==> config.mk <==
export PLATFORM = sky130hd
export DESIGN_NAME = lsrc_prep
export DESIGN_NICKNAME = d
export VERILOG_FILES = /design/src/rtl/lsrc_pkg.sv /design/src/rtl/lsrc_prep.sv
export SDC_FILE = /design/constraint.sdc
export NUM_CORES = 1
export LEC_CHECK = 0
export BUFFER_PORTS_ARGS = -buffer_cell sky130_fd_sc_hd__buf_2
export CAP_MARGIN = 30
export CORE_ASPECT_RATIO = 1.4
export CORE_UTILIZATION = 33
export DETAILED_ROUTE_END_ITERATION = 7
export GPL_TIMING_DRIVEN = 0
export PLACE_DENSITY = 0.64
export SETUP_SLACK_MARGIN = 0.4
export SYNTH_ARGS = -nofsm -noshare
export SYNTH_HDL_FRONTEND = slang
export SYNTH_SLANG_ARGS = --single-unit
==> constraint.sdc <==
create_clock -name clk -period 6.35 [get_ports clk]
set_input_delay 0.9525 -clock clk [delete_from_list [all_inputs] [get_ports clk]]
set_output_delay 0.9525 -clock clk [all_outputs]
set_load 0.02 [all_outputs]
==> src/rtl/lsrc_pkg.sv <==
// Shared types, constants and the divider step function for the segment clipper.
// No dependencies; every other rtl file imports this package.
`timescale 1ns / 1ps
package lsrc_pkg;

  // coordinate and parameter formats
  localparam int CW     = 16;          // coordinate width, signed Q12.4
  localparam int TF     = 16;          // fraction bits of the t parameter
  localparam int TW     = TF + 2;      // signed t, range -1 .. ONE+1
  localparam int PW     = CW + TW + 1; // delta times t product width
  localparam int NSTEP  = TF + 2;      // divider steps: TF+1 quotient bits, one round
  localparam int SPS    = 3;           // divider steps per pipeline stage
  localparam int DSTG   = (NSTEP + SPS - 1) / SPS;

  typedef logic signed [CW-1:0] coord_t;
  typedef logic signed [CW:0]   delta_t;
  typedef logic signed [TW-1:0] tpar_t;
  typedef logic signed [PW-1:0] prod_t;

  localparam tpar_t T_ONE  = tpar_t'(1) <<< TF;
  localparam tpar_t T_SAT  = T_ONE + tpar_t'(1);
  localparam tpar_t T_NEG1 = '1;

  // configuration register indexes
  typedef enum logic [1:0] {
    CFG_MIN_X = 2'd0,
    CFG_MAX_X = 2'd1,
    CFG_MIN_Y = 2'd2,
    CFG_MAX_Y = 2'd3
  } cfg_idx_t;

  // one quotient request: |n| / den with sign and overflow flags
  typedef struct packed {
    logic [CW-1:0] mag;
    logic [CW-1:0] den;
    logic          neg;
    logic          sat;
  } div_req_t;

  // divider working state carried between stages
  typedef struct packed {
    logic [CW:0]   rem;
    logic [TF+1:0] q;
    logic [CW-1:0] den;
    logic          neg;
    logic          sat;
  } div_st_t;

  typedef struct packed {
    coord_t p;
    delta_t d;
    logic   zero;  // delta is zero, axis does not narrow t
  } axis_t;

  // per-item side data that rides alongside the dividers
  typedef struct packed {
    axis_t ax;
    axis_t ay;
    logic  rej;
  } side_t;

  // one restoring step; step 0 has no shift, the last step rounds half up
  function automatic div_st_t div_step(div_st_t s, int j);
    div_st_t       o;
    logic [CW+1:0] rs;
    logic          bit_q;
    o = s;
    if (j <= TF) begin
      rs = (j == 0) ? {1'b0, s.rem} : {s.rem, 1'b0};
      bit_q = (rs >= {2'b00, s.den});
      if (bit_q) begin
        rs = rs - {2'b00, s.den};
      end
      o.rem = rs[CW:0];
      o.q = {s.q[TF:0], bit_q};
    end else if (j == TF + 1) begin
      if ({s.rem, 1'b0} >= {2'b00, s.den}) begin
        o.q = s.q + {{(TF+1){1'b0}}, 1'b1};
      end
    end
    return o;
  endfunction

endpackage

==> src/rtl/lsrc_prep.sv <==
// Input stage: deltas, entry/exit numerators and zero-delta rejects per axis.
// Depends on lsrc_pkg.
`timescale 1ns / 1ps
module lsrc_prep (
  input  logic              clk,
  input  logic              rst_n,
  input  logic              en,
  input  logic              in_acc,
  input  lsrc_pkg::coord_t  start_x,
  input  lsrc_pkg::coord_t  start_y,
  input  lsrc_pkg::coord_t  end_x,
  input  lsrc_pkg::coord_t  end_y,
  input  lsrc_pkg::coord_t  min_x,
  input  lsrc_pkg::coord_t  max_x,
  input  lsrc_pkg::coord_t  min_y,
  input  lsrc_pkg::coord_t  max_y,
  output logic              vld_r,
  output lsrc_pkg::side_t   side_r,
  output lsrc_pkg::div_req_t ex_r,
  output lsrc_pkg::div_req_t xx_r,
  output lsrc_pkg::div_req_t ey_r,
  output lsrc_pkg::div_req_t xy_r
);
  import lsrc_pkg::*;

  typedef struct packed {
    axis_t    ax;
    div_req_t ent;
    div_req_t ext;
    logic     out;
  } prep_t;

  function automatic div_req_t mk_req(delta_t n, logic [CW-1:0] den);
    div_req_t   r;
    logic [CW:0] m;
    m = n[CW] ? (-n) : n;
    r.mag = m[CW-1:0];
    r.den = den;
    r.neg = n[CW];
    r.sat = (m >= {den, 1'b0});
    return r;
  endfunction

  function automatic prep_t axis_prep(coord_t s, coord_t e, coord_t lo, coord_t hi);
    prep_t  o;
    delta_t d, ne, nx, dn;
    d = delta_t'(e) - delta_t'(s);
    if (d > 0) begin
      ne = delta_t'(lo) - delta_t'(s);
      nx = delta_t'(hi) - delta_t'(s);
      dn = d;
    end else begin
      ne = delta_t'(s) - delta_t'(hi);
      nx = delta_t'(s) - delta_t'(lo);
      dn = -d;
    end
    o.ax.p = s;
    o.ax.d = d;
    o.ax.zero = (d == '0);
    o.ent = mk_req(ne, dn[CW-1:0]);
    o.ext = mk_req(nx, dn[CW-1:0]);
    o.out = (s < lo) || (s > hi);
    return o;
  endfunction

  prep_t px, py;

  always_comb begin
    px = axis_prep(start_x, end_x, min_x, max_x);
    py = axis_prep(start_y, end_y, min_y, max_y);
  end

  // valid
  always_ff @(posedge clk) begin
    if (!rst_n) begin
      vld_r <= 1'b0;
    end else if (en) begin
      vld_r <= in_acc;
    end
  end

  // payload
  always_ff @(posedge clk) begin
    if (en) begin
      side_r.ax  <= px.ax;
      side_r.ay  <= py.ax;
      side_r.rej <= (px.ax.zero && px.out) || (py.ax.zero && py.out);
      ex_r <= px.ent;
      xx_r <= px.ext;
      ey_r <= py.ent;
      xy_r <= py.ext;
    end
  end

endmodule

==> results.toml <==
[hold_path]
timing.hold.worst.class = "flop to flop"

[timing]
rsz0062_at_grt = "yes"
worst_pin_slew_ns = 0.994
layout_worst_path_cycle_share_pct = 94.9
clock_skew_ns = 0
setup_total_negative_slack_ns = 0
hold_viol_final = 0
timing.final.setup_violations = 0
fin_worst_hold_slack_ns = 0.537
max-slew-margin-rel_pct = 32.9
achievable-frequency_mhz = 166
final_max_slew_viol_count = 0
setup_slack_ns = 0.327
timing.final.crit_period_ns = 6.02

[cts]
tritoncts = "done"
ctsHoldBuffers = 0
cts_num_sinks = 172
ctsHtreeMaxLevel = 4
clk_latency_ns = 0.48
clkTransAtPathRegs_ns = 0.08
tritoncts.num_buffers = 17
cts_root_buf = "clkbuf_16"
cts.path.max_buffers = 2

[place]
half_perimeter_wire_length_after_detailed_placement_mm = 62.0
routabilityCongestion = 0.980
placement.setup.worst_slack_ns = -2.72
buffers_added_on_ports = 337
placed_area_um2 = 21300
post-place-cells = 3149

[yosys]
synth.net_count = 2459
synth_enable_flop_cells = 171
synthDistinctLibCells = 102
synth.largest_area_cell = "edfxtp_1"
ys.flop_type = "edfxtp_1"
synth.ff_latch_count = 172
synth-async-reset-ratio_pct = 0
post_synth_inst_count = 2081
synth.avg_cell_area_um2 = 8.94
synth_top_area_share_pct = 27.6
yosysWarningCount = 0
mappedNetlistArea_um2 = 18600
synth_sequential_area_ratio_pct = 27.7
yosys-top-cells-area = "edfxtp_1 (28%), ha_1 (16%), xnor2_1 (5.6%)"

[power]
powerDensity_nw_per_um2 = 287
power_leakage_nw = 10.8
p_int_mw = 3.88
vdd_ir_drop_max_uv = 202
power.clock.fraction_pct = 17.1
power_mw = 7.11
power_switching_share_pct = 45.5
power_frac_seq_pct = 23.4
netSwitchingPower_mw = 3.23
power_frac_comb_pct = 59.4

[global_routing]
grt_start_max_net_pins = 101
first_global_vias = 18200
grt_pass1_wl_mm = 111
antenna_violations_before_repair = 5
grt-ovfl-total = 0
track_usage_pct = 26.1

[setup_path]
cp_max_fo = 8
crit_buf_inv = 7
worstSetupPathType = "input pin to flop"
end_kind = "flop"
data_arrival_time_at_the_worst_slack_endpoint_ns = 6.27
worst_setup_path_start_kind = "input pin"
crit_required_ns = 6.59
critical-path-max-stage-delay_ns = 0.42
cpLargestDelayFamily = "compound AO/OA/AOI/OAI gates"
critical_path.slowest_cell = "a221oi_4"

[cells_and_area]
antenna-diode-count = 0
fraction_of_final_layout_cells_with_drive_strength_greater_than_1_pct = 31.8
flow.area_growth_from_synthesis_pct = 33.1
finish.net_count = 2960
instances_no_fill = 3323
final_core_utilization_pct = 44.6
postLayoutCellArea_um2 = 24800

[route]
drt_pre_antenna_iters = 6
routed_wl_mm = 76.5
post_drt_via_cell_ratio = 5.41
violation_count_after_the_first_detailed_route_iteration = 942
final_antenna_net_count = 0
post_drt_wl_per_cell_um = 23.0
drc = 0
detailroute.via_count = 18000

[die]
die_h_um = 283
design.portCount = 338
fp.coreArea_um2 = 55500
std_cell_rows = 102
die_w_um = 203
design.die.area_um2 = 57400
initial_utilization_pct = 33.5

[status]
run_status = "finished clean"

[job]
drv.max_cap_violation_count = 0
==> synth_stat cells, types with 48 or more instances <==
cell	number
nor3_1	56
edfxtp_1	171
xnor2_1	120
ha_1	236
clkbuf_1	48
a21oi_1	136
a21o_1	63
nor2_1	124
o21ai_0	103
xor2_1	65
inv_1	198
o21a_1	57
nand2_1	105
==> logic make-up after synthesis <==
| logic type | synth area share [%] |
|---|---|
| buffers and inverters | 7.40 |
| multiplexers | 3.29 |
| AND/OR/NAND/NOR | 14.6 |
| XOR/XNOR | 8.79 |
| flip-flops | 27.7 |
| AO/OA/AOI/OAI | 21.2 |
| adder cells (fa/ha/maj) | 16.9 |
==> worst reg2reg max path, stage by stage (launching register included) <==
cell     delay (ns)
dfxtp_1        0.32
mux2i_1        0.12
nor2b_1        0.06
==> final cells by class <==
| type | count | area [um^2] |
|---|---|---|
| Tap cell | 728 | 911 |
| Inverter | 202 | 817 |
| Buffer | 112 | 845 |
| Clock buffer | 17 | 425 |
| Timing Repair Buffer | 482 | 3010 |
| Clock inverter | 15 | 245 |
| Fill cell | 5377 | 30700 |
| Multi-Input combinational cell | 1595 | 13400 |
| Sequential cell | 172 | 5150 |
==> state kept, by name, indices dropped and copies added, names as in the netlist <==
register / cells
side_r: 68
xy_r: 33
ey_r: 18
vld_r: 1
ex_r: 18
xx_r: 34
==> layer usage <==
metal / track usage (%) / vias up / routed length, um
met5: 0 / - / 59
li1: - / 8519 / -
met3: 3.59 / 254 / 3110
met4: 19.0 / 10 / 6480
met2: 50.2 / 684 / 40800
met1: 24.9 / 8499 / 26100
==> power groups by stage <==
stage,Combinational [mW],Clock (mW),Sequential [mW]
6_report,4.23,1.22,1.67
5_1_grt,4.52,1.28,1.69
4_1_cts,3.97,1.25,1.67
3_5_place_dp,3.55,0,1.69
3_3_place_gp,3.50,0,1.70
2_1_floorplan,2.05,0,1.97
==> cells in the final DEF, fill, tap and decap left out, types with 13 or more instances in the layout <==
master | synthesis | routed
a31oi_1 | 28 | 24
a21o_1 | 63 | 62
a21oi_2 | 4 | 13
xnor2_1 | 120 | 109
a21oi_1 | 136 | 121
buf_12 | 1 | 19
o21bai_1 | 24 | 24
ha_4 | 0 | 17
nand2b_1 | 20 | 20
o31ai_1 | 18 | 15
o21ai_1 | 6 | 17
buf_2 | 16 | 329
a211oi_1 | 27 | 22
clkbuf_16 | 0 | 18
nor2_1 | 124 | 115
nor3_1 | 56 | 49
nor4_1 | 15 | 13
nand3_1 | 35 | 31
xor2_1 | 65 | 52
o21ai_0 | 103 | 79
or3_1 | 24 | 22
mux2i_1 | 41 | 30
nand4_1 | 25 | 25
o21a_1 | 57 | 57
nand2_1 | 105 | 99
ha_1 | 236 | 215
buf_6 | 2 | 14
inv_1 | 198 | 174
clkbuf_1 | 48 | 42
nor2b_1 | 38 | 34
o211ai_1 | 21 | 21
buf_4 | 39 | 172
edfxtp_1 | 171 | 171
==> path summary, 6_finish.rpt <==
kind / slack [ns] / cells past startpoint / to / from
worst min-delay path: 0.54 / 2 / vld_r / vld_r
worst max-delay path: 0.33 / 26 / xy_r[0] / start_y[7]
worst max register to register: 5.75 / 2 / vld_r / vld_r
worst min register to register: 0.54 / 2 / vld_r / vld_r
==> repair_timing <==
item,CTS,global route
setup endpoints to repair,28,4
pin swaps,72,78
buffers inserted,90,52
resized for setup,236,131
Power figures use the tool's default switching activity.
