## src/rtl/lsrc_pkg.sv

```systemverilog
// Shared types, constants and the divider step function for the segment clipper.
// No dependencies; every other rtl file imports this package.
`timescale 1ns / 1ps
package lsrc_pkg;

  // coordinate and parameter formats
  localparam int CW     = 16;          // coordinate width, signed Q12.4
  localparam int TF     = 16;          // fraction bits of the t parameter
  localparam int TW     = TF + 2;      // signed t, range -1 .. ONE+1
  localparam int PW     = CW + TW + 1; // delta times t product width
  localparam int NSTEP  = TF + 2;      // divider steps: TF+1 quotient bits, one round
  localparam int SPS    = 3;           // divider steps per pipeline stage
  localparam int DSTG   = (NSTEP + SPS - 1) / SPS;

  typedef logic signed [CW-1:0] coord_t;
  typedef logic signed [CW:0]   delta_t;
  typedef logic signed [TW-1:0] tpar_t;
  typedef logic signed [PW-1:0] prod_t;

  localparam tpar_t T_ONE  = tpar_t'(1) <<< TF;
  localparam tpar_t T_SAT  = T_ONE + tpar_t'(1);
  localparam tpar_t T_NEG1 = '1;

  // configuration register indexes
  typedef enum logic [1:0] {
    CFG_MIN_X = 2'd0,
    CFG_MAX_X = 2'd1,
    CFG_MIN_Y = 2'd2,
    CFG_MAX_Y = 2'd3
  } cfg_idx_t;

  // one quotient request: |n| / den with sign and overflow flags
  typedef struct packed {
    logic [CW-1:0] mag;
    logic [CW-1:0] den;
    logic          neg;
    logic          sat;
  } div_req_t;

  // divider working state carried between stages
  typedef struct packed {
    logic [CW:0]   rem;
    logic [TF+1:0] q;
    logic [CW-1:0] den;
    logic          neg;
    logic          sat;
  } div_st_t;

  typedef struct packed {
    coord_t p;
    delta_t d;
    logic   zero;  // delta is zero, axis does not narrow t
  } axis_t;

  // per-item side data that rides alongside the dividers
  typedef struct packed {
    axis_t ax;
    axis_t ay;
    logic  rej;
  } side_t;

  // one restoring step; step 0 has no shift, the last step rounds half up
  function automatic div_st_t div_step(div_st_t s, int j);
    div_st_t       o;
    logic [CW+1:0] rs;
    logic          bit_q;
    o = s;
    if (j <= TF) begin
      rs = (j == 0) ? {1'b0, s.rem} : {s.rem, 1'b0};
      bit_q = (rs >= {2'b00, s.den});
      if (bit_q) begin
        rs = rs - {2'b00, s.den};
      end
      o.rem = rs[CW:0];
      o.q = {s.q[TF:0], bit_q};
    end else if (j == TF + 1) begin
      if ({s.rem, 1'b0} >= {2'b00, s.den}) begin
        o.q = s.q + {{(TF+1){1'b0}}, 1'b1};
      end
    end
    return o;
  endfunction

endpackage

```

## src/rtl/lsrc_interp.sv

```systemverilog
// Back end: interval narrowing, delta*t products and rounded endpoints.
// Three register stages, the last is the output register. Depends on lsrc_pkg.
`timescale 1ns / 1ps
module lsrc_interp (
  input  logic             clk,
  input  logic             rst_n,
  input  logic             en,
  input  logic             vld,
  input  lsrc_pkg::side_t  side,
  input  lsrc_pkg::tpar_t  ex,
  input  lsrc_pkg::tpar_t  xx,
  input  lsrc_pkg::tpar_t  ey,
  input  lsrc_pkg::tpar_t  xy,
  output logic             out_vld_r,
  output logic             vis_r,
  output lsrc_pkg::coord_t sx_r,
  output lsrc_pkg::coord_t sy_r,
  output lsrc_pkg::coord_t ex_r,
  output lsrc_pkg::coord_t ey_r
);
  import lsrc_pkg::*;

  // narrowing stage
  logic          c_vld_r, c_rej_r;
  side_t         c_side_r;
  logic [TF:0]   t1_r, t2_r;
  tpar_t         t1, t2;

  always_comb begin
    t1 = '0;
    t2 = T_ONE;
    if (!side.ax.zero) begin
      if (ex > t1) t1 = ex;
      if (xx < t2) t2 = xx;
    end
    if (!side.ay.zero) begin
      if (ey > t1) t1 = ey;
      if (xy < t2) t2 = xy;
    end
  end

  always_ff @(posedge clk) begin
    if (!rst_n) begin
      c_vld_r <= 1'b0;
    end else if (en) begin
      c_vld_r <= vld;
    end
  end

  always_ff @(posedge clk) begin
    if (en) begin
      c_rej_r  <= side.rej || (t1 > t2);
      c_side_r <= side;
      t1_r     <= t1[TF:0];
      t2_r     <= t2[TF:0];
    end
  end

  // product stage
  logic  m_vld_r, m_rej_r;
  side_t m_side_r;
  prod_t psx_r, psy_r, pex_r, pey_r;

  function automatic prod_t mul(delta_t d, logic [TF:0] t);
    return prod_t'(d) * prod_t'($signed({1'b0, t}));
  endfunction

  always_ff @(posedge clk) begin
    if (!rst_n) begin
      m_vld_r <= 1'b0;
    end else if (en) begin
      m_vld_r <= c_vld_r;
    end
  end

  always_ff @(posedge clk) begin
    if (en) begin
      m_rej_r  <= c_rej_r;
      m_side_r <= c_side_r;
      psx_r    <= mul(c_side_r.ax.d, t1_r);
      psy_r    <= mul(c_side_r.ay.d, t1_r);
      pex_r    <= mul(c_side_r.ax.d, t2_r);
      pey_r    <= mul(c_side_r.ay.d, t2_r);
    end
  end

  // rounding stage, halves away from zero
  function automatic coord_t lerp(coord_t p, prod_t prod);
    logic [PW-1:0] mag, r, sum;
    mag = prod[PW-1] ? (-prod) : prod;
    r   = (mag + (PW'(1) << (TF - 1))) >> TF;
    sum = prod[PW-1] ? (PW'(p) - r) : (PW'(p) + r);
    return coord_t'(sum[CW-1:0]);
  endfunction

  always_ff @(posedge clk) begin
    if (!rst_n) begin
      out_vld_r <= 1'b0;
    end else if (en) begin
      out_vld_r <= m_vld_r;
    end
  end

  always_ff @(posedge clk) begin
    if (en) begin
      vis_r <= !m_rej_r;
      sx_r  <= m_rej_r ? '0 : lerp(m_side_r.ax.p, psx_r);
      sy_r  <= m_rej_r ? '0 : lerp(m_side_r.ay.p, psy_r);
      ex_r  <= m_rej_r ? '0 : lerp(m_side_r.ax.p, pex_r);
      ey_r  <= m_rej_r ? '0 : lerp(m_side_r.ay.p, pey_r);
    end
  end

endmodule

```

## config.mk

```make
export PLATFORM = sky130hd
export DESIGN_NAME = lsrc_interp
export DESIGN_NICKNAME = d
export VERILOG_FILES = /design/src/rtl/lsrc_pkg.sv /design/src/rtl/lsrc_interp.sv
export SDC_FILE = /design/constraint.sdc
export NUM_CORES = 2
export LEC_CHECK = 0
export ABC_CLOCK_PERIOD_IN_PS = 6350
export BUFFER_PORTS_ARGS = -buffer_cell sky130_fd_sc_hd__buf_2
export CORE_UTILIZATION = 59
export CTS_CLUSTER_SIZE = 8
export DETAILED_ROUTE_END_ITERATION = 12
export HOLD_SLACK_MARGIN = 0.12
export PLACE_DENSITY = 0.84
export SYNTH_ARGS = -nofsm -noshare
export SYNTH_HDL_FRONTEND = slang
export SYNTH_SLANG_ARGS = --single-unit
```

## constraint.sdc

```tcl
create_clock -name clk -period 6.35 [get_ports clk]
set_clock_uncertainty 0.1 [all_clocks]
set_input_delay 0.635 -clock clk [delete_from_list [all_inputs] [get_ports clk]]
set_output_delay 0.635 -clock clk [all_outputs]
set_load 0.02 [all_outputs]
```

==> results.md <==
- Outcome: finished, violations left
- Failing checks: setup timing
- Simple-Gate Fraction of Synth Area: 16.7%
- Post-layout minimum cycle time: 6600 ps
- CP max FO: 8
- P&R area growth vs syn: 15.3%
- Worst-margin pin slew: 1050 ps
- Drt drc: 0
- Number of nets with antenna violations after routing: 0
- Final Slew Violations: 0
- H-Tree Level Count: 2
- Worst hold stages: 1
- Max transition margin: 30.2%
- Final Instance Count excl. Fillers: 8,146
- Cell Chain, Critical Path: buf_12 -> buf_4 -> nand2_1 -> fa_1 -> inv_1 -> fa_1 -> inv_1 -> fa_1 -> fa_1 -> fa_1 -> inv_1 -> fa_1 -> ha_4 -> nand4_1 -> a21oi_2 -> o21ai_2 -> a311o_1 -> o31ai_2 -> o211ai_1 -> o21ai_1 -> a21oi_2 -> xnor2_1
- R2R Path Start: c_side_r[7]
- RSZ-0062 raised after global routing: yes
- HP Class: input pin to register
- Largest net degree at the start of global routing: 84
- Hold Path End: c_side_r[47]
- Root buffer cell: clkbuf_16
- Synth Area in Compound Gates: 7.41%
- Seq/Total Area, Yosys: 17.0%
- Main synth FF type: edfxtp_1
- Endpoint type of the worst setup path: register
- Post-Synthesis Net Count: 7,982
- Layout cell share with drive strength beyond 1: 14.3%
- Distinct cell type count after synthesis: 99
- Reg clk slew, reported paths: 60 ps
- Synth Area in XOR/XNOR: 4.61%
- Vias post-DR: 47,375
- Fraction of the mapped netlist area in adder cells: 44.1%
- Final worst slack: -250 ps
- CTS tree: done
- Mapped Cells: 6,304
- Yosys Warn Count: 0
- IO Count: 211
- Vias per cell: 5.82
- Routing usage on met3: 6.23%
- Worst path arrival time: 6880 ps
- Bufs on Longest Clock Path: 3
- Largest family of logic cells by synthesized area: adder cells
- Number of global-route vias before repair: 49,793
- HPWL Detailed: 123,000 um
- First-pass iteration count of the detailed router: 6
- Synth top area share: 30.6%
- CP Class: register to register
- Setup Viol. Count Final: 12
- Fmax: 152 MHz
- Crit path launch: c_side_r[7]
- Clock sinks: 334
- Period utilisation layout: 104%
- GRT busiest layer: met2
- Count leader, synth: inv_1
- CP peak stage delay: 550 ps
- CP max stage cell: fa_1
- Gpl congestion: 0.947
- Critical R2R Capture: pey_r[34]
- Hold_sp: side[47]
- Routed len/inst: 19.4 um
- Initial antenna violation count: 8
- Cell row count: 115
- Post-Syn Area: 58,900 um2
- R2R depth: 22
- DIE HEIGHT: 318 um
- Clock Latency Late Sink: 680 ps
- Syn Area/Cell: 9.34 um2
- Reg2reg setup slack: -250 ps
- First-pass GRT wire length: 250,000 um
- Core area: 98,600 um2
- Routed WL: 158,000 um
- Placed Cells: 7,940
- Die area: 101,000 um2
- GRT met1 Usage: 38.8%
- Post-synth top cells: 1,142 x inv_1, 900 x fa_1, 749 x nand2_1, 633 x ha_1, 513 x and2_1
- EDFF count, synth: 331
- Ys async rst share: 0%
- CP required: 6630 ps
- Top cells by area, synth: fa_1 31%, edfxtp_1 17%, ha_1 13%
- CP startpoint kind: register
- Inserted Clock Buffers: 50
- GRT overflow: 0
- Most common cell on crit path: fa_1
- First DRT Iteration DRCs: 4,267
- Width of the die: 318 um
- Gr usage total: 30.9%
- Post-synthesis mux area share: 1.01%
- Synth area leader: fa_1
- Initial core utilization: 59.7%
- Flops & latches, synth: 334
- Port Buf Inserts: 210
- Max cap viols: 0
- Post-layout nets: 8,513
- M2 GR Usage: 51.6%
- Final number of hold-violating endpoints: 0
[per-layer routing]
| layer | wire length [um] | share of wire (%) | vias up |
|---|---|---|---|
| li1 | - | - | 21089 |
| met1 | 59200 | 38 | 23351 |
| met2 | 75900 | 48 | 2375 |
| met3 | 15300 | 9.7 | 558 |
| met4 | 7400 | 4.7 | 2 |
| met5 | 11 | 0.0070 | - |
[through the flow]
step	setup WS (ps)	hold slack [ps]	util (%)	TNS, ps	cell area, um2
6_report	-250	191	68.8	-946	67800
5_1_grt	-415	183	68.8	-6330	67800
4_1_cts	-63.1	142	67.7	-115	66800
3_5_place_dp	-325	305	65.2	-3680	64200
3_3_place_gp	-227	301	65.2	-1410	64200
2_1_floorplan	0.986	300	-	0	58900
[cell families (layout without fill, tap and decap cells)]
logic type,after synthesis,count (layout)
and+or+nand+nor,1987,1987
adders and majority gates,1533,1533
buffers and inverters,1436,1985
AOI/OAI and AO/OA,653,653
DFF,334,334
xor gates and xnor gates,303,303
muxes,57,57
other,1,7
[sequential cells by signal (all words and copies together) (netlist names), 17 cells and up]
name / flops
psy_r: 33
t1_r: 17
pey_r: 33
t2_r: 17
psx_r: 33
pex_r: 33
m_side_r: 32
c_side_r: 66
[worst max-delay path, delay by kind of cell, from the launching register on]
family                   cells  cell delay, ps
adder cells (fa/ha/maj)      7            3340
AO/OA/AOI/OAI                7            1480
buffers and inverters        5             510
flip-flops                   1             450
AND/OR/NAND/NOR              2             290
XOR/XNOR                     1             130
[what timing repair did]
item                                    in CTS  in global routing
cloned                                       0                  3
hold endpoints to repair                    68                  0
hold buffers                                67                  0
resized for setup                           55                162
buffers inserted                            20                 43
pin swaps                                   31                 93
endpoints found under the setup margin      30                 53
[cells in the final DEF, fill, tap and decap left out, types with 23 or more instances in the layout]
| cell | synthesis | final |
|---|---|---|
| dlygate4sd3_1 | 0 | 67 |
| ha_1 | 633 | 615 |
| buf_6 | 1 | 32 |
| o21ai_0 | 128 | 105 |
| a31oi_1 | 37 | 34 |
| inv_1 | 1142 | 1129 |
| nor3_1 | 81 | 75 |
| or3_1 | 29 | 28 |
| a21o_1 | 63 | 63 |
| buf_2 | 3 | 209 |
| nand3_1 | 86 | 85 |
| mux2i_1 | 36 | 35 |
| nor2_1 | 262 | 257 |
| and2_1 | 513 | 509 |
| nand4_1 | 33 | 33 |
| nand2b_1 | 78 | 77 |
| buf_12 | 0 | 47 |
| nand2_1 | 749 | 737 |
| o31ai_1 | 28 | 23 |
| o21a_1 | 34 | 34 |
| fa_1 | 900 | 894 |
| buf_4 | 1 | 409 |
| a21oi_2 | 0 | 27 |
| nor2b_1 | 43 | 42 |
| clkbuf_16 | 0 | 53 |
| xnor2_1 | 205 | 202 |
| edfxtp_1 | 331 | 331 |
| a21oi_1 | 168 | 139 |
| xor2_1 | 93 | 93 |
[layout make-up]
type | instances | area (um2)
timing repair buffer | 769 | 6190
sequential | 334 | 10000
inverter | 1146 | 4300
tap | 1287 | 1610
antenna | 6 | 15.0
fill | 6808 | 30700
multi-input combinational | 4534 | 44300
clock buffer | 60 | 1290
clock inverter | 10 | 159
[how the worst max path moves through the flow]
| stage | slack [ps] | endpoint | depth (start not counted) |
|---|---|---|---|
| after floorplan | 1 | pey_r[34] | 25 |
| after detailed placement | -320 | pex_r[34] | 25 |
| final | -250 | pey_r[34] | 22 |
| after global placement | -230 | pey_r[34] | 23 |
| after CTS | -60 | pey_r[31] | 25 |
| after global routing | -420 | pex_r[34] | 26 |
Power is left out: the tool's default activity adds up to more than one toggle a clock period on the data nets, which glitch-free logic cannot reach.
