--- src/rtl/lsrc_pkg.sv ---
// Shared types, constants and the divider step function for the segment clipper.
// No dependencies; every other rtl file imports this package.
`timescale 1ns / 1ps
package lsrc_pkg;

  // coordinate and parameter formats
  localparam int CW     = 16;          // coordinate width, signed Q12.4
  localparam int TF     = 16;          // fraction bits of the t parameter
  localparam int TW     = TF + 2;      // signed t, range -1 .. ONE+1
  localparam int PW     = CW + TW + 1; // delta times t product width
  localparam int NSTEP  = TF + 2;      // divider steps: TF+1 quotient bits, one round
  localparam int SPS    = 3;           // divider steps per pipeline stage
  localparam int DSTG   = (NSTEP + SPS - 1) / SPS;

  typedef logic signed [CW-1:0] coord_t;
  typedef logic signed [CW:0]   delta_t;
  typedef logic signed [TW-1:0] tpar_t;
  typedef logic signed [PW-1:0] prod_t;

  localparam tpar_t T_ONE  = tpar_t'(1) <<< TF;
  localparam tpar_t T_SAT  = T_ONE + tpar_t'(1);
  localparam tpar_t T_NEG1 = '1;

  // configuration register indexes
  typedef enum logic [1:0] {
    CFG_MIN_X = 2'd0,
    CFG_MAX_X = 2'd1,
    CFG_MIN_Y = 2'd2,
    CFG_MAX_Y = 2'd3
  } cfg_idx_t;

  // one quotient request: |n| / den with sign and overflow flags
  typedef struct packed {
    logic [CW-1:0] mag;
    logic [CW-1:0] den;
    logic          neg;
    logic          sat;
  } div_req_t;

  // divider working state carried between stages
  typedef struct packed {
    logic [CW:0]   rem;
    logic [TF+1:0] q;
    logic [CW-1:0] den;
    logic          neg;
    logic          sat;
  } div_st_t;

  typedef struct packed {
    coord_t p;
    delta_t d;
    logic   zero;  // delta is zero, axis does not narrow t
  } axis_t;

  // per-item side data that rides alongside the dividers
  typedef struct packed {
    axis_t ax;
    axis_t ay;
    logic  rej;
  } side_t;

  // one restoring step; step 0 has no shift, the last step rounds half up
  function automatic div_st_t div_step(div_st_t s, int j);
    div_st_t       o;
    logic [CW+1:0] rs;
    logic          bit_q;
    o = s;
    if (j <= TF) begin
      rs = (j == 0) ? {1'b0, s.rem} : {s.rem, 1'b0};
      bit_q = (rs >= {2'b00, s.den});
      if (bit_q) begin
        rs = rs - {2'b00, s.den};
      end
      o.rem = rs[CW:0];
      o.q = {s.q[TF:0], bit_q};
    end else if (j == TF + 1) begin
      if ({s.rem, 1'b0} >= {2'b00, s.den}) begin
        o.q = s.q + {{(TF+1){1'b0}}, 1'b1};
      end
    end
    return o;
  endfunction

endpackage

--- src/rtl/lsrc_div.sv ---
// Pipelined restoring divider: round(|n| * 2^TF / den), clamped to -1 .. ONE+1.
// Depends on lsrc_pkg.
`timescale 1ns / 1ps
module lsrc_div (
  input  logic               clk,
  input  logic               rst_n,
  input  logic               en,
  input  logic               req_vld,
  input  lsrc_pkg::div_req_t req,
  output logic               t_vld,
  output lsrc_pkg::tpar_t    t
);
  import lsrc_pkg::*;

  div_st_t st_r  [DSTG];
  div_st_t st_nxt[DSTG];
  logic    vld_r [DSTG];

  // step logic, SPS steps per stage
  for (genvar s = 0; s < DSTG; s++) begin : g_stg
    div_st_t w_in;
    logic    v_in;

    if (s == 0) begin : g_first
      assign w_in = '{rem: {1'b0, req.mag}, q: '0, den: req.den,
                      neg: req.neg, sat: req.sat};
      assign v_in = req_vld;
    end else begin : g_next
      assign w_in = st_r[s-1];
      assign v_in = vld_r[s-1];
    end

    always_comb begin
      div_st_t w;
      w = w_in;
      for (int k = 0; k < SPS; k++) begin
        w = div_step(w, s * SPS + k);
      end
      st_nxt[s] = w;
    end

    always_ff @(posedge clk) begin
      if (!rst_n) begin
        vld_r[s] <= 1'b0;
      end else if (en) begin
        vld_r[s] <= v_in;
      end
    end

    always_ff @(posedge clk) begin
      if (en) begin
        st_r[s] <= st_nxt[s];
      end
    end
  end

  // final clamp; a negative numerator always maps to -1
  always_comb begin
    div_st_t f;
    f = st_r[DSTG-1];
    if (f.neg) begin
      t = T_NEG1;
    end else if (f.sat || (tpar_t'(f.q) > T_SAT)) begin
      t = T_SAT;
    end else begin
      t = tpar_t'(f.q);
    end
  end

  assign t_vld = vld_r[DSTG-1];

endmodule

--- config.mk ---
export PLATFORM = sky130hd
export DESIGN_NAME = lsrc_div
export DESIGN_NICKNAME = d
export VERILOG_FILES = /design/src/rtl/lsrc_pkg.sv /design/src/rtl/lsrc_div.sv
export SDC_FILE = /design/constraint.sdc
export NUM_CORES = 1
export LEC_CHECK = 0
export CORE_MARGIN = 5
export CORE_UTILIZATION = 43
export CTS_BUF_LIST = sky130_fd_sc_hd__clkbuf_4
export DETAILED_ROUTE_END_ITERATION = 8
export DONT_BUFFER_PORTS = 1
export PLACE_DENSITY = 0.61
export SYNTH_ARGS = -nofsm -noshare
export SYNTH_HDL_FRONTEND = slang
export SYNTH_SLANG_ARGS = --single-unit
--- constraint.sdc ---
create_clock -name clk -period 10.4 [get_ports clk]
set_input_delay 0.52 -clock clk [delete_from_list [all_inputs] [get_ports clk]]
set_output_delay 0.52 -clock clk [all_outputs]
set_load 0.05 [all_outputs]
==> results of run 1 <==
==> per-layer routing <==
layer / vias up / routed length (um)
met5: - / 13
met1: 8793 / 26500
met2: 406 / 28700
li1: 9278 / -
met3: 125 / 2860
met4: 2 / 1770
==> worst register-to-register path: cells and delay by family (launching register included) <==
| kind | cells | cell delay (ns) |
|---|---|---|
| compound gates | 14 | 3.73 |
| fa+ha+maj | 3 | 0.90 |
| buf+inv | 3 | 0.48 |
| simple gates | 8 | 2.62 |
| flops | 1 | 0.52 |
| mux | 3 | 1.06 |
==> state kept, by name (all words and copies together), names as in the netlist <==
signal and count:
st_r 240, vld_r 6
==> path summary, 6_finish.rpt <==
check | start | to | slack, ns
setup / recovery | st_r[1][3]$_DFFE_PP_ | st_r[2][38]$_DFFE_PP_ | 0.86
hold / removal | req[2] | st_r[0][36]$_SDFFCE_PN0P_ | 0.11
setup reg to reg | st_r[1][3]$_DFFE_PP_ | st_r[2][38]$_DFFE_PP_ | 0.86
hold reg to reg | st_r[2][23]$_DFFE_PP_ | st_r[3][26]$_DFFE_PP_ | 0.40
==> placed cells by master (no fill, tap or decap), types with 88 or more instances in the layout <==
cell type                    n
sky130_fd_sc_hd__inv_1     182
sky130_fd_sc_hd__clkbuf_4   88
sky130_fd_sc_hd__o21ai_0   141
sky130_fd_sc_hd__mux2_2    126
sky130_fd_sc_hd__nor2_1    175
sky130_fd_sc_hd__a21o_1    110
sky130_fd_sc_hd__xnor2_1   156
sky130_fd_sc_hd__a21oi_1   203
sky130_fd_sc_hd__ha_1      277
sky130_fd_sc_hd__nand2_1   118
sky130_fd_sc_hd__edfxtp_1  245
==> cells by family after synthesis <==
| kind of cell | count (synthesis) |
|---|---|
| buffers and inverters | 226 |
| AOI/OAI and AO/OA | 713 |
| muxes | 160 |
| DFF | 246 |
| and+or+nand+nor | 593 |
| adders and majority gates | 284 |
| xor gates and xnor gates | 231 |
==> final cells by class <==
class | count | area, um^2
Inverter | 182 | 683
Tap cell | 696 | 871
Antenna cell | 2 | 5.00
Clock buffer | 88 | 661
Fill cell | 5065 | 28500
Sequential cell | 246 | 7380
Timing Repair Buffer | 42 | 388
Multi-Input combinational cell | 1981 | 15000
Clock inverter | 23 | 188
==> through the flow <==
step                      util [%]  std cells
after global routing          46.9       3260
after floorplan                  -       2453
after global placement        44.8       3124
after CTS                     46.9       3257
after detailed placement      44.8       3124
final                         46.9       3260
==> repair_timing <==
item                       CTS  global route
hold buffers                22             0
hold endpoints to repair   264             0
gates resized for setup      0             1
setup endpoints to repair    0            14
buffers inserted             0             1
==> impl_metrics.env, run 1 <==
export IMPL_worst_setup_hold_path_clk_slew_ns=0.06
export IMPL_rows=85
export IMPL_synth_yosys_seq_area_share_pct=31.7
export IMPL_cts_htree_levels=3
export IMPL_holdPathStages=2
export IMPL_die_y_um=243
export IMPL_synthDominantAreaCellType="sky130_fd_sc_hd__edfxtp_1"
export IMPL_tritoncts_num_sinks=246
export IMPL_cp_num_buf_inv=3
export IMPL_global_route_usage_total_pct=19.7
export IMPL_period_minus_slack_ns=9.54
export IMPL_grt_max_degree=241
export IMPL_slew_viol_final=0
export IMPL_clock_skew_ns=0.0468
export IMPL_place_congestion=0.903
export IMPL_hold_violations=0
export IMPL_drive_above_1_share_pct=11.4
export IMPL_outcome="finished, final reports clean"
export IMPL_vias=18600
export IMPL_post_dp_hpwl_mm=47.5
export IMPL_flow_area_growth_from_synthesis_pct=8.26
export IMPL_wire_length_of_the_first_global_routing_pass_mm=95.6
export IMPL_cpLargestDelayFamily="compound AO/OA/AOI/OAI gates"
export IMPL_max_freq_mhz=105
export IMPL_met3_layer_usage_reported_by_global_route_pct=3.73
export IMPL_xor_xnor_share_of_the_synthesized_area_pct=8.70
export IMPL_critical_path_top_cell_by_count="sky130_fd_sc_hd__o21ai_0"
export IMPL_detail_route_antenna_nets=0
export IMPL_postSynth_topFlopCell="sky130_fd_sc_hd__edfxtp_1"
export IMPL_gr_usage_met1_pct=24.9
export IMPL_syn_avg_cell_area_um2=9.48
export IMPL_first_global_vias=18600
export IMPL_initial_core_util_pct=43.3
export IMPL_fin_worst_hold_slack_ns=0.108
export IMPL_report_final_setup_viol=0
export IMPL_synth_area_mux_share_pct=7.76
export IMPL_clockRootBuffer="sky130_fd_sc_hd__clkbuf_4"
export IMPL_yosys_cell_count_top_type="sky130_fd_sc_hd__ha_1"
export IMPL_hold_path_class="in -> reg"
export IMPL_synth_top_family_by_area="compound AO/OA/AOI/OAI gates"
export IMPL_core_region_area_um2=53700
export IMPL_clk_latency_ns=0.75
export IMPL_firstDrtPassIters=5
export IMPL_postSynthNetCount=2775
export IMPL_die_x_um=243
export IMPL_synth_warnings=0
export IMPL_setup_slack_ns=0.858
export IMPL_initial_antenna_violation_count=3
export IMPL_worst_ep_required_time_ns=10.89
export IMPL_slew_headroom_pct=11.8
export IMPL_min_period_over_period_pct=91.8
export IMPL_critical_path_endpoint_type="flop"
export IMPL_synthesized_area_fraction_occupied_by_ao_oa_aoi_and_oai_cells_pct=19.9
export IMPL_final_design_area_no_fill_um2=25200
export IMPL_cts_buf_count=67
export IMPL_buffer_ports_inserted=0
export IMPL_clock_tree_buffer_depth=3
export IMPL_synth_simple_gate_area_share_pct=12.7
export IMPL_start_kind="flop"
export IMPL_synth_adder_area_share_pct=15.5
export IMPL_drv_max_cap_violation_count=0
export IMPL_die_outline_area_um2=58800
export IMPL_synth_top_area_share_pct=31.6
export IMPL_register_to_register_path_depth=31
export IMPL_dpl_worst_slack_ns=0.639
export IMPL_route_detailed_vias_per_inst=5.71
export IMPL_total_negative_slack_for_setup_checks_ns=0
export IMPL_globalRoute_busiestLayer="met2"
export IMPL_setup_worst_path_class="reg -> reg"
export IMPL_fin_nets=2842
export IMPL_async_set_or_reset_flop_fraction_in_the_synthesized_netlist_pct=0
export IMPL_worstSetupPathDepth=31
export IMPL_drc_errors=0
export IMPL_timing_worst_slew_pin_value_ns=1.32
export IMPL_netlist_instances=2453
export IMPL_synth_cell_area_um2=23300
export IMPL_global_route_usage_met2_pct=34.2
export IMPL_critPathArrivalTime_ns=10.03
export IMPL_drtIter0Drc=1125
export IMPL_ys_types=86
export IMPL_rsz0062_at_grt="no"
export IMPL_ys_ff_latch=246
export IMPL_crit_path_max_incr_delay_ns=0.71
export IMPL_post_synth_main_area_contributors="sky130_fd_sc_hd__edfxtp_1 32%, sky130_fd_sc_hd__ha_1 15%, sky130_fd_sc_hd__mux2_2 6.1%, sky130_fd_sc_hd__xnor2_1 5.9%, sky130_fd_sc_hd__a21oi_1 4.4%"
export IMPL_ioPinCount=57
export IMPL_route_final_wire_length_mm=59.8
export IMPL_route_detailed_wl_per_inst_um=18.4
export IMPL_synth_edf_count=245
export IMPL_slowest_stage="sky130_fd_sc_hd__nor4_2"
export IMPL_tritoncts="done"
export IMPL_cp_max_fo=19
export IMPL_grt_overflow=0
export IMPL_postPlaceCellArea_um2=24100
export IMPL_synth_cells_most_frequent="277 x sky130_fd_sc_hd__ha_1, 245 x sky130_fd_sc_hd__edfxtp_1, 203 x sky130_fd_sc_hd__a21oi_1, 182 x sky130_fd_sc_hd__inv_1, 175 x sky130_fd_sc_hd__nor2_1"
Power of run 1 is left out: the tool's default activity adds up to more than one toggle a clock period on the data nets, which glitch-free logic cannot reach.
==> run 2: changes to the inputs <==
- CTS_BUF_LIST: sky130_fd_sc_hd__clkbuf_4 -> default
==> run 2 against run 1 <==
Utilization fell by 0.27 points. Final cell count fell by 2.5%. Critical path depth did not move. Register-to-register slack got worse by 0.02 ns. Sequential cell count did not move. Worst setup slack got worse by 0.020 ns. Design area fell by 0.58%. Clock-buffer cell count fell by 54. Clock skew fell by 0.019 ns. First-iteration DRC count rose by 5.9%. Global-route usage fell by 0.45 points. Critical endpoint unchanged. Largest cell class unchanged.
==> impl_metrics.env, run 2 (synthesized netlist as in run 1, its figures left out) <==
export IMPL_total_negative_slack_for_setup_checks_ns=0
export IMPL_hold_violations=0
export IMPL_critPathArrivalTime_ns=9.85
export IMPL_dpl_worst_slack_ns=0.639
export IMPL_rsz0062_at_grt="no"
export IMPL_fillCellCount=5036
export IMPL_slew_headroom_pct=22.5
export IMPL_setup_worst_path_class="reg -> reg"
export IMPL_flow_area_growth_from_synthesis_pct=7.64
export IMPL_worst_setup_hold_path_clk_slew_ns=0.06
export IMPL_drtIter0Drc=1191
export IMPL_tritoncts="done"
export IMPL_report_final_setup_viol=0
export IMPL_worst_hold_path_endpoint="st_r[0][14]$_DFFE_PP_"
export IMPL_critical_path_top_cell_by_count="sky130_fd_sc_hd__o21ai_0"
export IMPL_max_freq_mhz=105
export IMPL_clock_skew_ns=0.0275
export IMPL_post_dp_hpwl_mm=47.5
export IMPL_place_congestion=0.903
export IMPL_period_minus_slack_ns=9.56
export IMPL_r2r_start="st_r[1][3]$_DFFE_PP_"
export IMPL_initial_antenna_violation_count=1
export IMPL_fin_util_pct=46.6
export IMPL_detail_route_antenna_nets=0
export IMPL_largest_reg_flops=240
export IMPL_slew_viol_final=0
export IMPL_die_outline_area_um2=58800
export IMPL_grt_overflow=0
export IMPL_clk_latency_ns=0.56
export IMPL_drv_max_cap_violation_count=0
export IMPL_route_detailed_vias_per_inst=5.77
export IMPL_register_to_register_path_depth=31
export IMPL_crit_path_max_incr_delay_ns=0.71
export IMPL_top_register="st_r"
export IMPL_timing_hold_worst_start="req[14]"
export IMPL_timing_worst_slew_pin_value_ns=1.16
export IMPL_global_route_usage_total_pct=19.3
export IMPL_setup_slack_ns=0.837
export IMPL_slowest_stage="sky130_fd_sc_hd__nor4_2"
export IMPL_biggestRegsByFlops="st_r (240), vld_r (6)"
export IMPL_buffer_ports_inserted=0
export IMPL_start_kind="flop"
export IMPL_n_antenna_cell=0
export IMPL_route_final_wire_length_mm=59.1
export IMPL_ioPinCount=57
export IMPL_hold_path_class="in -> reg"
export IMPL_die_x_um=243
export IMPL_grt_max_degree=248
export IMPL_holdPathStages=0
export IMPL_initial_core_util_pct=43.3
export IMPL_clockRootBuffer="sky130_fd_sc_hd__clkbuf_16"
export IMPL_reg2reg_slack_ns=0.84
export IMPL_vias=18300
export IMPL_cp_max_fo=19
export IMPL_clock_tree_buffer_depth=3
export IMPL_drc_errors=0
export IMPL_rows=85
export IMPL_final_design_area_no_fill_um2=25000
export IMPL_cts_buf_count=28
export IMPL_drive_above_1_share_pct=9.51
export IMPL_fin_nets=2781
export IMPL_first_global_vias=18200
export IMPL_startpoint="st_r[1][3]$_DFFE_PP_"
export IMPL_min_period_over_period_pct=91.9
export IMPL_outcome="finished, final reports clean"
export IMPL_timing_rr_end="st_r[2][38]$_DFFE_PP_"
export IMPL_most_common_library_cell_in_the_layout_ignoring_fill_and_taps="sky130_fd_sc_hd__ha_1"
export IMPL_critical_path_endpoint_type="flop"
export IMPL_tritoncts_num_sinks=246
export IMPL_route_detailed_wl_per_inst_um=18.6
export IMPL_die_y_um=243
export IMPL_postPlaceCellArea_um2=24100
export IMPL_cts_htree_levels=1
export IMPL_layout_cells_most_common_list="277 x sky130_fd_sc_hd__ha_1, 245 x sky130_fd_sc_hd__edfxtp_1, 203 x sky130_fd_sc_hd__a21oi_1"
export IMPL_firstDrtPassIters=5
export IMPL_core_region_area_um2=53700
export IMPL_wire_length_of_the_first_global_routing_pass_mm=94.4
export IMPL_worst_ep_required_time_ns=10.69
-- run 2: area by class of cell --
type,instances,area [um^2],share of cell area (%)
Timing Repair Buffer,20,150,0.600
Clock inverter,18,223,0.890
Clock buffer,34,723,2.89
Multi-Input combinational cell,1981,15000,59.9
Inverter,182,683,2.73
Tap cell,696,871,3.48
Sequential cell,246,7380,29.5
-- run 2: worst max-delay path: cells and delay by family, from the launching register on --
family,cells,cell delay [ns]
AO/OA/AOI/OAI,14,3.73
AND/OR/NAND/NOR,8,2.61
multiplexers,3,1.05
adder cells (fa/ha/maj),3,0.90
flip-flops,1,0.52
buffers and inverters,3,0.48
-- run 2: through the flow --
step                      instances  hold WS [ns]
after floorplan                2453         0.400
after global placement         3124         0.403
after detailed placement       3124         0.405
after CTS                      3176        0.0182
after global routing           3177        0.0210
final                          3177        0.0550
-- run 2: how the worst max path moves through the flow --
stage | to | slack (ns) | cells past startpoint
final | st_r[2][38]$_DFFE_PP_ | 0.84 | 31
after global routing | st_r[1][42]$_DFFE_PP_ | 0.13 | 34
after CTS | st_r[1][47]$_DFFE_PP_ | 0.58 | 32
after detailed placement | st_r[1][47]$_DFFE_PP_ | 0.64 | 32
after global placement | st_r[1][51]$_DFFE_PP_ | 0.84 | 33
after floorplan | st_r[2][49]$_DFFE_PP_ | 0.90 | 37
-- run 2: layer usage --
metal / global-route usage (%) / vias to the layer above / wire length (um)
li1: - / 9122 / -
met1: 25.1 / 8722 / 26700
met2: 34.3 / 379 / 28700
met3: 2.19 / 100 / 2130
met4: 4.99 / 2 / 1590
met5: 0 / - / 13
-- run 2: repair_timing --
action,CTS,global route
gates resized for setup,0,1
hold buffers,0,0
buffers inserted,0,1
setup endpoints to repair,0,13
Power of run 2 is left out for the same reason.
==> run 3: changes to the inputs <==
- CORE_UTILIZATION: 43 -> 60
- PLACE_DENSITY: 0.61 -> 0.79
- clock period: 10.4 -> 8.9 ns (I/O delays scaled with it)
==> run 3 against run 2 <==
Register-to-register slack got worse by 0.41 ns. Largest cell class unchanged. Die area decreased by 27%. Utilization increased by 19 points. Routed wire length decreased by 1.6%. Final cell count is 4.1% lower.
==> impl_metrics.env, run 3 (synthesized netlist as in run 1, its figures left out) <==
export IMPL_outcome="finished, final reports clean"
export IMPL_clock_skew_ns=0.0128
export IMPL_most_common_library_cell_in_the_layout_ignoring_fill_and_taps="sky130_fd_sc_hd__ha_1"
export IMPL_critPathArrivalTime_ns=8.79
export IMPL_drive_above_1_share_pct=11.4
export IMPL_layout_cells_most_common_list="277 x sky130_fd_sc_hd__ha_1, 245 x sky130_fd_sc_hd__edfxtp_1, 199 x sky130_fd_sc_hd__a21oi_1"
export IMPL_worst_setup_hold_path_clk_slew_ns=0.07
export IMPL_die_x_um=207
export IMPL_reg2reg_slack_ns=0.43
export IMPL_largest_reg_flops=240
export IMPL_slew_viol_final=0
export IMPL_timing_rr_end="st_r[2][44]$_DFFE_PP_"
export IMPL_post_dp_hpwl_mm=45.1
export IMPL_firstDrtPassIters=6
export IMPL_initial_core_util_pct=60.5
export IMPL_timing_worst_slew_pin_value_ns=1.21
export IMPL_clock_tree_buffer_depth=3
export IMPL_grt_max_degree=248
export IMPL_buffer_ports_inserted=0
export IMPL_clockRootBuffer="sky130_fd_sc_hd__clkbuf_16"
export IMPL_min_period_over_period_pct=95.2
export IMPL_rows=72
export IMPL_slowest_stage="sky130_fd_sc_hd__or4_1"
export IMPL_wire_length_of_the_first_global_routing_pass_mm=91.8
export IMPL_hold_violations=0
export IMPL_die_outline_area_um2=42800
export IMPL_timing_hold_worst_start="en"
export IMPL_period_minus_slack_ns=8.47
export IMPL_final_design_area_no_fill_um2=25300
export IMPL_slew_headroom_pct=18.9
export IMPL_holdPathStages=0
export IMPL_route_final_wire_length_mm=58.1
export IMPL_first_global_vias=18300
export IMPL_crit_path_max_incr_delay_ns=0.60
export IMPL_worst_ep_required_time_ns=9.23
export IMPL_fin_nets=2830
export IMPL_drc_errors=0
export IMPL_max_freq_mhz=118
export IMPL_cp_max_fo=8
export IMPL_biggestRegsByFlops="st_r (240), vld_r (6)"
export IMPL_report_final_setup_viol=0
export IMPL_r2r_start="st_r[1][3]$_DFFE_PP_"
export IMPL_n_antenna_cell=0
export IMPL_place_congestion=0.973
export IMPL_clk_latency_ns=0.58
export IMPL_register_to_register_path_depth=32
export IMPL_vias=19000
export IMPL_tritoncts_num_sinks=246
export IMPL_cts_htree_levels=1
export IMPL_worst_hold_path_endpoint="st_r[0][8]$_DFFE_PP_"
export IMPL_ioPinCount=57
export IMPL_tritoncts="done"
export IMPL_flow_area_growth_from_synthesis_pct=8.96
export IMPL_drtIter0Drc=1450
export IMPL_route_detailed_vias_per_inst=6.25
export IMPL_grt_overflow=0
export IMPL_top_register="st_r"
export IMPL_detail_route_antenna_nets=0
export IMPL_core_region_area_um2=38500
export IMPL_cts_buf_count=27
export IMPL_setup_worst_path_class="reg -> reg"
export IMPL_postPlaceCellArea_um2=24100
export IMPL_route_detailed_wl_per_inst_um=19.1
export IMPL_drv_max_cap_violation_count=0
export IMPL_global_route_usage_total_pct=26.4
export IMPL_hold_path_class="in -> reg"
export IMPL_critical_path_endpoint_type="flop"
export IMPL_die_y_um=207
export IMPL_initial_antenna_violation_count=0
export IMPL_start_kind="flop"
## run 3: changes by cell type in the layout (fill, tap and decap cells not counted), sizes merged
cell,change
buf,+30
clkbuf,-3
dlygate4sd3,+20
## run 3: metal layers
layer  vias up  global-route usage [%]  wire, um
li1       9229                       -         -
met1      9080                    33.2     24100
met2       567                    47.1     28900
met3       147                    3.03      3020
met4         0                    9.63      2120
met5         -                       0         0
## run 3: final cells by class
| type | instances | area (um^2) |
|---|---|---|
| Clock buffer | 31 | 691 |
| Timing Repair Buffer | 70 | 601 |
| Sequential cell | 246 | 7380 |
| Multi-Input combinational cell | 1981 | 15100 |
| Clock inverter | 18 | 223 |
| Inverter | 182 | 683 |
| Tap cell | 518 | 648 |
| Fill cell | 3039 | 13100 |
## run 3: timing repair
action	in CTS	in global routing
endpoints found under the setup margin	0	81
hold buffers	19	1
endpoints found under the hold margin	19	7
setup buffers	0	4
gates resized for setup	0	35
## run 3: worst max path at each step
| stage | startpoint | end | slack, ns |
|---|---|---|---|
| 3_5_place_dp | st_r[0][3]$_DFFE_PP_ | st_r[1][40]$_DFFE_PP_ | 0.08 |
| 2_1_floorplan | st_r[1][2]$_DFFE_PP_ | st_r[2][49]$_DFFE_PP_ | 0.04 |
| 6_report | st_r[1][3]$_DFFE_PP_ | st_r[2][44]$_DFFE_PP_ | 0.43 |
| 3_3_place_gp | st_r[0][3]$_DFFE_PP_ | st_r[1][40]$_DFFE_PP_ | 0.30 |
| 5_1_grt | st_r[0][3]$_DFFE_PP_ | st_r[1][40]$_DFFE_PP_ | -0.006 |
| 4_1_cts | st_r[0][3]$_DFFE_PP_ | st_r[1][39]$_DFFE_PP_ | 0.02 |
## run 3: worst max-delay path, delay by kind of cell, from the launching register on
kind,cells,cell delay [ns]
adder cells (fa/ha/maj),3,0.94
AO/OA/AOI/OAI,16,3.71
AND/OR/NAND/NOR,8,1.97
buffers and inverters,3,0.46
flip-flops,1,0.45
multiplexers,2,0.67
## run 3: per-stage QoR
step | hold slack (ns) | util [%] | worst slack, ns | TNS (ns) | std cells
3_3_place_gp | 0.402 | 62.6 | 0.305 | 0 | 2973
2_1_floorplan | 0.400 | - | 0.0410 | 0 | 2453
6_report | 0.0482 | 65.9 | 0.431 | 0 | 3046
3_5_place_dp | 0.405 | 62.6 | 0.0815 | 0 | 2973
4_1_cts | 0.00902 | 65.4 | 0.0211 | 0 | 3041
5_1_grt | 0.000208 | 65.9 | -0.00630 | -0.0127 | 3046
Power of run 3 is left out for the same reason.
